$ cat src/design/ullsc_pkg.sv
// Shared types and constants of the USB loss linger and shutdown controller.
package ullsc_pkg;

   // Console line store
   localparam int LINE_CAP   = 32;
   localparam int LINE_DEPTH = LINE_CAP - 1;
   localparam int LEN_W      = $clog2(LINE_CAP);
   localparam int IDX_W      = (LINE_DEPTH > 1) ? $clog2(LINE_DEPTH) : 1;

   // Job queue between front and back
   localparam int QDEPTH = 4;
   localparam int QPTR_W = $clog2(QDEPTH);
   localparam int QCNT_W = $clog2(QDEPTH + 1);

   localparam int CNT_W   = 16;
   localparam int BEAT_W  = 2;
   localparam int MAX_ECHO = 3;

   // Register reset values
   localparam logic [CNT_W-1:0] LINGER_RESET = CNT_W'(30 * 1000);
   localparam logic [CNT_W-1:0] FLASH_RESET  = CNT_W'(500);
   localparam logic [CNT_W-1:0] CHECK_RESET  = CNT_W'(1000);

   // Register indexes (byte address bits [3:2])
   localparam logic [1:0] CSR_LINGER = 2'd0;
   localparam logic [1:0] CSR_FLASH  = 2'd1;
   localparam logic [1:0] CSR_CHECK  = 2'd2;

   // Console characters
   localparam logic [7:0] CH_BS    = 8'h08;
   localparam logic [7:0] CH_DEL   = 8'h7F;
   localparam logic [7:0] CH_LF    = 8'h0A;
   localparam logic [7:0] CH_CR    = 8'h0D;
   localparam logic [7:0] CH_SPACE = 8'h20;
   localparam logic [7:0] CH_TILDE = 8'h7E;

   typedef enum logic [1:0] {
      KIND_TICK     = 2'd0,
      KIND_VBUS_ON  = 2'd1,
      KIND_VBUS_OFF = 2'd2,
      KIND_BYTE     = 2'd3
   } kind_type;

   typedef enum logic [1:0] {
      MODE_IDLE   = 2'd0,
      MODE_LINGER = 2'd1,
      MODE_DOWN   = 2'd2
   } mode_type;

   typedef struct packed {
      logic [CNT_W-1:0] linger_ms;
      logic [CNT_W-1:0] flash_half_ms;
      logic [CNT_W-1:0] usb_check_ms;
   } cfg_type;

   // One classified item: up to three result beats
   typedef struct packed {
      logic [BEAT_W-1:0]         beats;
      logic                      echo_valid;
      logic [MAX_ECHO-1:0][7:0]  echo;
      logic                      pulse;
      logic                      led;
      logic                      usb;
      logic                      shut;
   } job_type;

   typedef struct packed {
      logic full;
      logic empty;
   } qstat_type;

endpackage

$ cat src/design/ullsc_front.sv
// Front end: accepts items, runs timers, power mode and line editor, emits jobs.
module ullsc_front (
   input  logic               clock,
   input  logic               reset,
   input  logic               req_valid,
   output logic               req_stall,
   input  logic [1:0]         req_kind,
   input  logic               req_usb_level,
   input  logic [7:0]         req_rx_byte,
   input  ullsc_pkg::cfg_type   cfg,
   input  ullsc_pkg::qstat_type qstat,
   output logic               push,
   output ullsc_pkg::job_type   push_job
);
   import ullsc_pkg::*;

   mode_type         mode_ff, mode_in;
   logic             usb_ff, usb_in;
   logic             cmd_ff, cmd_in;
   logic [CNT_W-1:0] linger_cnt_ff, linger_cnt_in;
   logic [CNT_W-1:0] flash_cnt_ff, flash_cnt_in;
   logic             flashing_ff, flashing_in;
   logic             phase_ff, phase_in;
   logic             led_ff, led_in;
   logic [CNT_W-1:0] check_cnt_ff, check_cnt_in;
   logic [LEN_W-1:0] len_ff, len_in;
   logic [LEN_W-1:0] nsc_ff, nsc_in;
   logic             nonspace_ff [LINE_DEPTH];

   logic             take;
   logic             store_we;
   logic             store_bit;
   logic [LEN_W-1:0] len_dec;
   logic [CNT_W:0]   flash_sum, linger_sum, check_sum;
   logic             pulse;

   function automatic logic [CNT_W:0] limit_of(input logic [CNT_W-1:0] v);
      return (v == '0) ? (CNT_W+1)'(1) : {1'b0, v};
   endfunction

   assign req_stall = qstat.full;
   assign take      = req_valid && !qstat.full;
   assign push      = take;
   assign len_dec   = len_ff - 1'b1;
   assign flash_sum  = {1'b0, flash_cnt_ff} + 1'b1;
   assign linger_sum = {1'b0, linger_cnt_ff} + 1'b1;
   assign check_sum  = {1'b0, check_cnt_ff} + 1'b1;

   always_comb begin
      mode_in       = mode_ff;
      usb_in        = usb_ff;
      cmd_in        = cmd_ff;
      linger_cnt_in = linger_cnt_ff;
      flash_cnt_in  = flash_cnt_ff;
      flashing_in   = flashing_ff;
      phase_in      = phase_ff;
      led_in        = led_ff;
      check_cnt_in  = check_cnt_ff;
      len_in        = len_ff;
      nsc_in        = nsc_ff;
      store_we      = 1'b0;
      store_bit     = 1'b0;
      pulse         = 1'b0;
      push_job      = '0;
      push_job.beats = BEAT_W'(1);

      if (take) begin
         unique case (kind_type'(req_kind))
            KIND_TICK: begin
               // flash timer first, then linger timer, then USB check
               if (flashing_in) begin
                  if (flash_sum >= limit_of(cfg.flash_half_ms)) begin
                     flash_cnt_in = '0;
                     phase_in     = !phase_ff;
                     led_in       = !phase_ff;
                  end else begin
                     flash_cnt_in = flash_sum[CNT_W-1:0];
                  end
               end
               if (mode_in == MODE_LINGER) begin
                  if (linger_sum >= limit_of(cfg.linger_ms)) begin
                     linger_cnt_in = '0;
                     if (usb_in && !cmd_in) begin
                        mode_in     = MODE_IDLE;
                        flashing_in = 1'b0;
                        led_in      = 1'b1;
                     end else begin
                        mode_in     = MODE_DOWN;
                        flashing_in = 1'b0;
                        led_in      = 1'b0;
                        pulse       = 1'b1;
                     end
                  end else begin
                     linger_cnt_in = linger_sum[CNT_W-1:0];
                  end
               end
               if (check_sum >= limit_of(cfg.usb_check_ms)) begin
                  check_cnt_in = '0;
                  if (req_usb_level != usb_in) begin
                     usb_in = req_usb_level;
                     if (req_usb_level) begin
                        if (mode_in == MODE_LINGER && !cmd_in) begin
                           mode_in     = MODE_IDLE;
                           flashing_in = 1'b0;
                           led_in      = 1'b1;
                        end
                     end else if (mode_in == MODE_IDLE) begin
                        mode_in       = MODE_LINGER;
                        linger_cnt_in = '0;
                        flash_cnt_in  = '0;
                        flashing_in   = 1'b1;
                        phase_in      = 1'b1;
                        led_in        = 1'b1;
                     end
                  end
               end else begin
                  check_cnt_in = check_sum[CNT_W-1:0];
               end
            end
            KIND_VBUS_ON: begin
               usb_in = 1'b1;
               if (mode_in == MODE_LINGER && !cmd_in) begin
                  mode_in     = MODE_IDLE;
                  flashing_in = 1'b0;
                  led_in      = 1'b1;
               end
            end
            KIND_VBUS_OFF: begin
               usb_in = 1'b0;
               if (mode_in == MODE_IDLE) begin
                  mode_in       = MODE_LINGER;
                  linger_cnt_in = '0;
                  flash_cnt_in  = '0;
                  flashing_in   = 1'b1;
                  phase_in      = 1'b1;
                  led_in        = 1'b1;
               end
            end
            KIND_BYTE: begin
               if (req_rx_byte == CH_BS || req_rx_byte == CH_DEL) begin
                  if (len_ff != '0) begin
                     len_in = len_dec;
                     if (nonspace_ff[len_dec[IDX_W-1:0]]) begin
                        nsc_in = nsc_ff - 1'b1;
                     end
                     push_job.beats      = BEAT_W'(3);
                     push_job.echo_valid = 1'b1;
                     push_job.echo[0]    = CH_BS;
                     push_job.echo[1]    = CH_SPACE;
                     push_job.echo[2]    = CH_BS;
                  end
               end else if (req_rx_byte == CH_LF || req_rx_byte == CH_CR) begin
                  if (len_ff != '0) begin
                     len_in = '0;
                     nsc_in = '0;
                     push_job.beats      = BEAT_W'(2);
                     push_job.echo_valid = 1'b1;
                     push_job.echo[0]    = CH_CR;
                     push_job.echo[1]    = CH_LF;
                     // a line with any non-space character starts a shutdown
                     if (nsc_ff != '0) begin
                        cmd_in = 1'b1;
                        usb_in = 1'b0;
                        if (mode_in == MODE_IDLE) begin
                           mode_in       = MODE_LINGER;
                           linger_cnt_in = '0;
                           flash_cnt_in  = '0;
                           flashing_in   = 1'b1;
                           phase_in      = 1'b1;
                           led_in        = 1'b1;
                        end
                     end
                  end
               end else if (req_rx_byte >= CH_SPACE && req_rx_byte <= CH_TILDE &&
                            len_ff < LEN_W'(LINE_DEPTH)) begin
                  store_we  = 1'b1;
                  store_bit = (req_rx_byte != CH_SPACE);
                  len_in    = len_ff + 1'b1;
                  nsc_in    = nsc_ff + LEN_W'(store_bit);
                  push_job.echo_valid = 1'b1;
                  push_job.echo[0]    = req_rx_byte;
               end
            end
         endcase
      end

      push_job.pulse = pulse;
      push_job.led   = led_in;
      push_job.usb   = usb_in;
      push_job.shut  = (mode_in != MODE_IDLE);
   end

   always_ff @(posedge clock) begin
      if (reset) begin
         mode_ff       <= MODE_IDLE;
         usb_ff        <= 1'b1;
         cmd_ff        <= 1'b0;
         linger_cnt_ff <= '0;
         flash_cnt_ff  <= '0;
         flashing_ff   <= 1'b0;
         phase_ff      <= 1'b0;
         led_ff        <= 1'b1;
         check_cnt_ff  <= '0;
         len_ff        <= '0;
         nsc_ff        <= '0;
      end else begin
         mode_ff       <= mode_in;
         usb_ff        <= usb_in;
         cmd_ff        <= cmd_in;
         linger_cnt_ff <= linger_cnt_in;
         flash_cnt_ff  <= flash_cnt_in;
         flashing_ff   <= flashing_in;
         phase_ff      <= phase_in;
         led_ff        <= led_in;
         check_cnt_ff  <= check_cnt_in;
         len_ff        <= len_in;
         nsc_ff        <= nsc_in;
      end
   end

   always_ff @(posedge clock) begin
      if (store_we) begin
         nonspace_ff[len_ff[IDX_W-1:0]] <= store_bit;
      end
   end

endmodule

$ cat src/design/ullsc_queue.sv
// Short job queue between the front and back ends.
module ullsc_queue (
   input  logic                 clock,
   input  logic                 reset,
   input  logic                 push,
   input  ullsc_pkg::job_type   push_job,
   input  logic                 pop,
   output ullsc_pkg::job_type   head_job,
   output ullsc_pkg::qstat_type qstat
);
   import ullsc_pkg::*;

   job_type           slot_ff [QDEPTH];
   logic [QPTR_W-1:0] wr_ptr_ff, wr_ptr_in;
   logic [QPTR_W-1:0] rd_ptr_ff, rd_ptr_in;
   logic [QCNT_W-1:0] count_ff, count_in;

   assign head_job    = slot_ff[rd_ptr_ff];
   assign qstat.full  = (count_ff == QCNT_W'(QDEPTH));
   assign qstat.empty = (count_ff == '0);

   always_comb begin
      wr_ptr_in = push ? wr_ptr_ff + 1'b1 : wr_ptr_ff;
      rd_ptr_in = pop  ? rd_ptr_ff + 1'b1 : rd_ptr_ff;
      count_in  = count_ff;
      if (push && !pop) begin
         count_in = count_ff + 1'b1;
      end else if (pop && !push) begin
         count_in = count_ff - 1'b1;
      end
   end

   always_ff @(posedge clock) begin
      if (reset) begin
         wr_ptr_ff <= '0;
         rd_ptr_ff <= '0;
         count_ff  <= '0;
      end else begin
         wr_ptr_ff <= wr_ptr_in;
         rd_ptr_ff <= rd_ptr_in;
         count_ff  <= count_in;
      end
   end

   always_ff @(posedge clock) begin
      if (push) begin
         slot_ff[wr_ptr_ff] <= push_job;
      end
   end

endmodule

$ cat src/design/ullsc_back.sv
// Back end: expands each job into result beats behind an output register.
module ullsc_back (
   input  logic                 clock,
   input  logic                 reset,
   input  ullsc_pkg::job_type   head_job,
   input  ullsc_pkg::qstat_type qstat,
   output logic                 pop,
   output logic                 rsp_valid,
   input  logic                 rsp_stall,
   output logic                 rsp_echo_valid,
   output logic [7:0]           rsp_echo_byte,
   output logic                 rsp_last,
   output logic                 rsp_led_running,
   output logic                 rsp_shutdown_start,
   output logic                 rsp_usb_attached,
   output logic                 rsp_shutting_down
);
   import ullsc_pkg::*;

   logic              valid_ff, valid_in;
   logic [BEAT_W-1:0] beat_ff, beat_in;
   logic              load;
   logic              fin;

   logic              echo_valid_ff;
   logic [7:0]        echo_byte_ff;
   logic              last_ff;
   logic              led_ff;
   logic              pulse_ff;
   logic              usb_ff;
   logic              shut_ff;

   assign load = !qstat.empty && (!valid_ff || !rsp_stall);
   assign fin  = (beat_ff == head_job.beats - 1'b1);
   assign pop  = load && fin;

   always_comb begin
      beat_in  = beat_ff;
      valid_in = valid_ff;
      if (load) begin
         valid_in = 1'b1;
         beat_in  = fin ? '0 : beat_ff + 1'b1;
      end else if (!rsp_stall) begin
         valid_in = 1'b0;
      end
   end

   always_ff @(posedge clock) begin
      if (reset) begin
         valid_ff <= 1'b0;
         beat_ff  <= '0;
      end else begin
         valid_ff <= valid_in;
         beat_ff  <= beat_in;
      end
   end

   // hold the beat while stalled
   always_ff @(posedge clock) begin
      if (load) begin
         echo_valid_ff <= head_job.echo_valid;
         echo_byte_ff  <= head_job.echo[beat_ff];
         last_ff       <= fin;
         led_ff        <= head_job.led;
         pulse_ff      <= fin && head_job.pulse;
         usb_ff        <= head_job.usb;
         shut_ff       <= head_job.shut;
      end
   end

   assign rsp_valid          = valid_ff;
   assign rsp_echo_valid     = echo_valid_ff;
   assign rsp_echo_byte      = echo_byte_ff;
   assign rsp_last           = last_ff;
   assign rsp_led_running    = led_ff;
   assign rsp_shutdown_start = pulse_ff;
   assign rsp_usb_attached   = usb_ff;
   assign rsp_shutting_down  = shut_ff;

endmodule

$ cat src/design/usb_loss_linger_shutdown_controller_top.sv
// Top level of the USB loss linger and shutdown controller with its register file.
//
// channel   direction  handshake                      payload
// req       in         req_valid / req_stall          req_kind, req_usb_level, req_rx_byte
// rsp       out        rsp_valid / rsp_stall          echo, last, LED and power status
// csr       in         psel, penable, pwrite, pready  paddr, pwdata, prdata
//
// The front end takes one item per cycle while its four-entry job queue has room.
// The back end sends one beat per cycle from its output register while rsp is not
// stalled: an item has one to three result beats (three for a delete that removes a character).
// Reset is synchronous; there is no clearing pass.
// A stalled rsp beat holds; the queue keeps req open until it fills.
module usb_loss_linger_shutdown_controller_top (
   input  logic        clock,
   input  logic        reset,
   input  logic        req_valid,
   output logic        req_stall,
   input  logic [1:0]  req_kind,
   input  logic        req_usb_level,
   input  logic [7:0]  req_rx_byte,
   output logic        rsp_valid,
   input  logic        rsp_stall,
   output logic        rsp_echo_valid,
   output logic [7:0]  rsp_echo_byte,
   output logic        rsp_last,
   output logic        rsp_led_running,
   output logic        rsp_shutdown_start,
   output logic        rsp_usb_attached,
   output logic        rsp_shutting_down,
   input  logic        psel,
   input  logic        penable,
   input  logic        pwrite,
   input  logic [3:0]  paddr,
   input  logic [31:0] pwdata,
   output logic [31:0] prdata,
   output logic        pready
);
   import ullsc_pkg::*;

   cfg_type   cfg_ff, cfg_in;
   logic      csr_write;
   logic      q_push, q_pop;
   job_type   q_push_job, q_head_job;
   qstat_type q_stat;

   assign pready    = 1'b1;
   assign csr_write = psel && penable && pwrite && pready;

   always_comb begin
      cfg_in = cfg_ff;
      if (csr_write) begin
         unique case (paddr[3:2])
            CSR_LINGER: cfg_in.linger_ms     = pwdata[CNT_W-1:0];
            CSR_FLASH:  cfg_in.flash_half_ms = pwdata[CNT_W-1:0];
            CSR_CHECK:  cfg_in.usb_check_ms  = pwdata[CNT_W-1:0];
            default:    cfg_in = cfg_ff;
         endcase
      end
   end

   always_comb begin
      unique case (paddr[3:2])
         CSR_LINGER: prdata = {{(32-CNT_W){1'b0}}, cfg_ff.linger_ms};
         CSR_FLASH:  prdata = {{(32-CNT_W){1'b0}}, cfg_ff.flash_half_ms};
         CSR_CHECK:  prdata = {{(32-CNT_W){1'b0}}, cfg_ff.usb_check_ms};
         default:    prdata = '0;
      endcase
   end

   always_ff @(posedge clock) begin
      if (reset) begin
         cfg_ff.linger_ms     <= LINGER_RESET;
         cfg_ff.flash_half_ms <= FLASH_RESET;
         cfg_ff.usb_check_ms  <= CHECK_RESET;
      end else begin
         cfg_ff <= cfg_in;
      end
   end

   ullsc_front u_front (
      .clock         (clock),
      .reset         (reset),
      .req_valid     (req_valid),
      .req_stall     (req_stall),
      .req_kind      (req_kind),
      .req_usb_level (req_usb_level),
      .req_rx_byte   (req_rx_byte),
      .cfg           (cfg_ff),
      .qstat         (q_stat),
      .push          (q_push),
      .push_job      (q_push_job)
   );

   ullsc_queue u_queue (
      .clock    (clock),
      .reset    (reset),
      .push     (q_push),
      .push_job (q_push_job),
      .pop      (q_pop),
      .head_job (q_head_job),
      .qstat    (q_stat)
   );

   ullsc_back u_back (
      .clock              (clock),
      .reset              (reset),
      .head_job           (q_head_job),
      .qstat              (q_stat),
      .pop                (q_pop),
      .rsp_valid          (rsp_valid),
      .rsp_stall          (rsp_stall),
      .rsp_echo_valid     (rsp_echo_valid),
      .rsp_echo_byte      (rsp_echo_byte),
      .rsp_last           (rsp_last),
      .rsp_led_running    (rsp_led_running),
      .rsp_shutdown_start (rsp_shutdown_start),
      .rsp_usb_attached   (rsp_usb_attached),
      .rsp_shutting_down  (rsp_shutting_down)
   );

`ifndef SYNTHESIS
   a_no_overflow: assert property (@(posedge clock) disable iff (reset)
      q_push |-> !q_stat.full)
      else $error("job pushed into a full queue");

   a_pop_nonempty: assert property (@(posedge clock) disable iff (reset)
      q_pop |-> !q_stat.empty)
      else $error("job popped from an empty queue");

   a_pulse_final: assert property (@(posedge clock) disable iff (reset)
      rsp_valid && rsp_shutdown_start |-> rsp_last && rsp_shutting_down && !rsp_led_running)
      else $error("shutdown pulse off the final beat or with wrong status");

   a_silent_beat: assert property (@(posedge clock) disable iff (reset)
      rsp_valid && !rsp_echo_valid |-> rsp_last && rsp_echo_byte == 8'h00)
      else $error("beat without echo is not a lone zero beat");
`endif

endmodule

$ cat config.mk
export PLATFORM = sky130hd
export DESIGN_NAME = usb_loss_linger_shutdown_controller_top
export DESIGN_NICKNAME = d
export VERILOG_FILES = /design/src/design/ullsc_pkg.sv /design/src/design/ullsc_front.sv /design/src/design/ullsc_queue.sv /design/src/design/ullsc_back.sv /design/src/design/usb_loss_linger_shutdown_controller_top.sv
export SDC_FILE = /design/constraint.sdc
export NUM_CORES = 1
export LEC_CHECK = 0
export ABC_AREA = 1
export BUFFER_PORTS_ARGS = -buffer_cell sky130_fd_sc_hd__buf_4
export CORE_UTILIZATION = 67
export DETAILED_ROUTE_END_ITERATION = 12
export PLACE_DENSITY_LB_ADDON = 0.3
export SLEW_MARGIN = 15
export SYNTH_ARGS = -nofsm -noshare
export SYNTH_HDL_FRONTEND = slang
export SYNTH_HIERARCHICAL = 1
export SYNTH_SLANG_ARGS = --single-unit
$ cat constraint.sdc
create_clock -name clock -period 8.67 [get_ports clock]
set_input_delay 0.867 -clock clock [delete_from_list [all_inputs] [get_ports clock]]
set_output_delay 0.867 -clock clock [all_outputs]
set_load 0.05 [all_outputs]
==> impl_metrics.csv <==
group,metric,value,unit
critical_path,crit_path_start,"u_front/linger_cnt_ff[0]",
sta,fin_crit,4050,ps
critical_path,critical-path-top-delay-family,"simple AND/OR/NAND/NOR gates",
floorplanning,rows,56,
layout,seqCellArea,7580,um2
clock_network,cts_buffers,30,
critical_path,r2r_slack,4620,ps
critical_path,worstSetupPathType,"register to register",
power_and_ir_drop,p_per_area,226,nW/um2
yosys,ys_seq_area_frac,0.473,
drt,drt_iter0_markers,1183,
critical_path,cp_slowest_cell,"dfxtp_1",
layout,nets,2052,
clock_network,cts.htree.levels,1,
critical_path,cp.required,8940,ps
job,cap_viol_max_count,0,
global_route,antenna_found_initial,1,
floorplanning,die_h,157,um
yosys,synthMostInstantiatedCell,"nand2_1",
sta,final-max-slew-violation-count,0,
drt,wire_per_inst,15.9,um
layout,fillers,1685,
clock_network,path_clk_slew,60,ps
yosys,synthTopCellsByCount,"nand2_1 (358), nor2_1 (253), inv_1 (209)",
yosys,ys.flop_type,"edfxtp_1",
yosys,synth-seq-cells,294,
sta,clock_skew,37.1,ps
clock_network,clk_latency,580,ps
critical_path,crit_path_max_fanout,7,
global_route,grt-ovfl-total,0,
critical_path,timing.critical_path.cells,"ha_1, nand3_2, nor3_4, nand2_2, nor3_4, nand3_2, nor2_1, xor2_1, inv_1, ha_1, a21o_1, a21oi_1, nand2_1, nor2_1, nand3_2, inv_1, nand3_1, nand2_1, nand3_1, nand2_1, nand3_1",
global_route,grt_pass1_wl,59000,um
sta,tightest_slew,1080,ps
sta,setup_viol,0,
clock_network,ctsHoldBuffers,0,
place,port_buffers,67,
drt,antenna_violating_nets_post_route,0,
sta,rsz0062_at_grt,"no",
sta,post-route-period-util,0.467,
place,hpwl,23700,um
drt,via_count,13100,
clock_network,cts_tree,"yes",
critical_path,endpoint_kind,"register",
critical_path,critPathMaxStageDelay,430,ps
yosys,synth_cells,1907,
place,place.gp.congestion,0.924,
yosys,yosysTopAreaCell,"edfxtp_1",
yosys,synth_area_leaders,"edfxtp_1 (32%), dfxtp_1 (16%), nand2_1 (8.4%), nor2_1 (5.9%), ha_1 (5.0%)",
sta,hold_violations,0,
power_and_ir_drop,leakage,7.37,nW
floorplanning,die_w,157,um
critical_path,timing.rr.start,"u_front/linger_cnt_ff[0]",
floorplanning,initial_core_util,0.682,
critical_path,cp.arrival,4320,ps
yosys,yosys_warnings,6,
drt,viasPerCell,5.76,
yosys,avgSynthCellArea,8.40,um2
clock_network,post_cts_buffers,0,
clock_network,ctsLongestPathBuffers,3,
floorplanning,num_io_pins,103,
hold_path,hp-start,"u_queue/rd_ptr_ff[1]",
yosys,synth_edf_count,169,
drt,routed_wl,36200,um
floorplanning,core_area,23500,um2
power_and_ir_drop,ir_drop,0.209,mV
critical_path,worstSetupStartpointType,"register",
yosys,synth_cell_types,61,
layout,drive_above_1_share,0.0976,
drt,drcViolationCount,0,
global_route,grt_util_all_layers,0.300,
hold_path,worstHoldPathType,"register to register",
clock_network,ctsRootBufferMaster,"clkbuf_16",
layout,post-route-util,0.738,
sta,finalSetupTns,0,ps
global_route,grt_pass1_vias,12500,
outcome,status,"completed",
layout,area_delta_synth_final,8.18,%
yosys,ys_async_sr_fraction,0,
sta,max_freq,247,MHz
layout,multiInputGateArea,6950,um2
yosys,synth.top_cell.area_share,0.317,
layout,fin_cells,2276,
clock_network,cts_resized,0,
critical_path,critPathBufInv,2,
floorplanning,dieArea,24500,um2
sta,slew_headroom,0.277,
yosys,syn_area,16000,um2
place,dp_cells,2220,
drt,first_pass_iters,6,
global_route,grt_max_degree,64,
clock_network,cts.sinks,294,
## worst paths after layout
check / to / depth (start not counted)
worst max register to register: u_queue/slot_ff[3][0] / 21
worst max-delay path: u_queue/slot_ff[3][0] / 21
worst min-delay path: u_queue/rd_ptr_ff[1] / 1
worst min register to register: u_queue/rd_ptr_ff[1] / 1
## registers in the layout, summed over array words and instances (netlist names), 2 cells and up, named ones only
name and cells:
u_queue/rd_ptr_ff 2, u_front/len_ff 5, u_front/nonspace_ff 31, u_back/beat_ff 2, u_queue/slot_ff 124, u_front/linger_cnt_ff 16, u_queue/wr_ptr_ff 2, u_front/nsc_ff 5
u_front/flash_cnt_ff 16, u_front/check_cnt_ff 16, u_back/rsp_echo_byte 8, u_front/mode_ff 2, u_queue/count_ff 3, cfg_ff 48
## cell type report
type                    instances  share of cell area
diodes                          1            0.000144
clock buffers                  47              0.0511
clock inverters                 8             0.00542
inverters                     218              0.0477
multi-input cells            1310               0.401
flip-flops and latches        294               0.437
well taps                     319              0.0230
repair buffers                 79              0.0342
## power breakdown
group          internal [mW]  switching (mW)
sequential              1.64          0.0727
clock                  0.732           0.528
combinational          0.262           0.690
total                   2.63            1.29
## kinds of logic after synthesis
logic type / count (synthesis) / share of synthesized area
DFF: 294 / 0.473
AOI/OAI and AO/OA: 309 / 0.108
other: 3 / 0.000703
xor gates and xnor gates: 48 / 0.0267
buffers and inverters: 330 / 0.0998
adders and majority gates: 65 / 0.0513
and+or+nand+nor: 858 / 0.241
## worst register-to-register path: cells and delay by family (launching register included)
kind            cells  cell delay, ps
simple gates       14            1840
fa+ha+maj           2             550
flops               1             430
buf+inv             2             390
xor+xnor            1             290
compound gates      2             280
## layer usage
metal	global-route usage	part of all wire	routed length (um)
met2	0.513	0.49	17700
met4	0.117	0.025	905
met3	0.0407	0.080	2880
met1	0.387	0.41	14700
met5	0	0	0
## cells in the final DEF (no fill, tap or decap), types with 11 or more instances in the layout
cell / n
ha_1: 64
dfxtp_1: 124
xor2_1: 37
inv_1: 209
nand2_1: 358
clkbuf_1: 11
nor3_1: 13
edfxtp_1: 169
o21ai_1: 44
nor2_1: 251
o21ai_0: 96
nand3_1: 123
nand4_1: 43
a21oi_1: 97
clkbuf_16: 31
nand3_2: 11
conb_1: 30
buf_4: 79
o22ai_1: 36
## metrics by stage
step	hold slack [ps]	power (mW)	instance area (um2)	setup slack, ps
floorplan	412	2.49	16100	5270
global placement	427	2.64	16300	4790
detailed placement	446	2.68	16300	4720
CTS	458	3.93	17300	4700
global route	499	4.09	17300	4360
finish	461	3.92	17300	4620
Note: power is estimated with default switching activity, not from simulation.
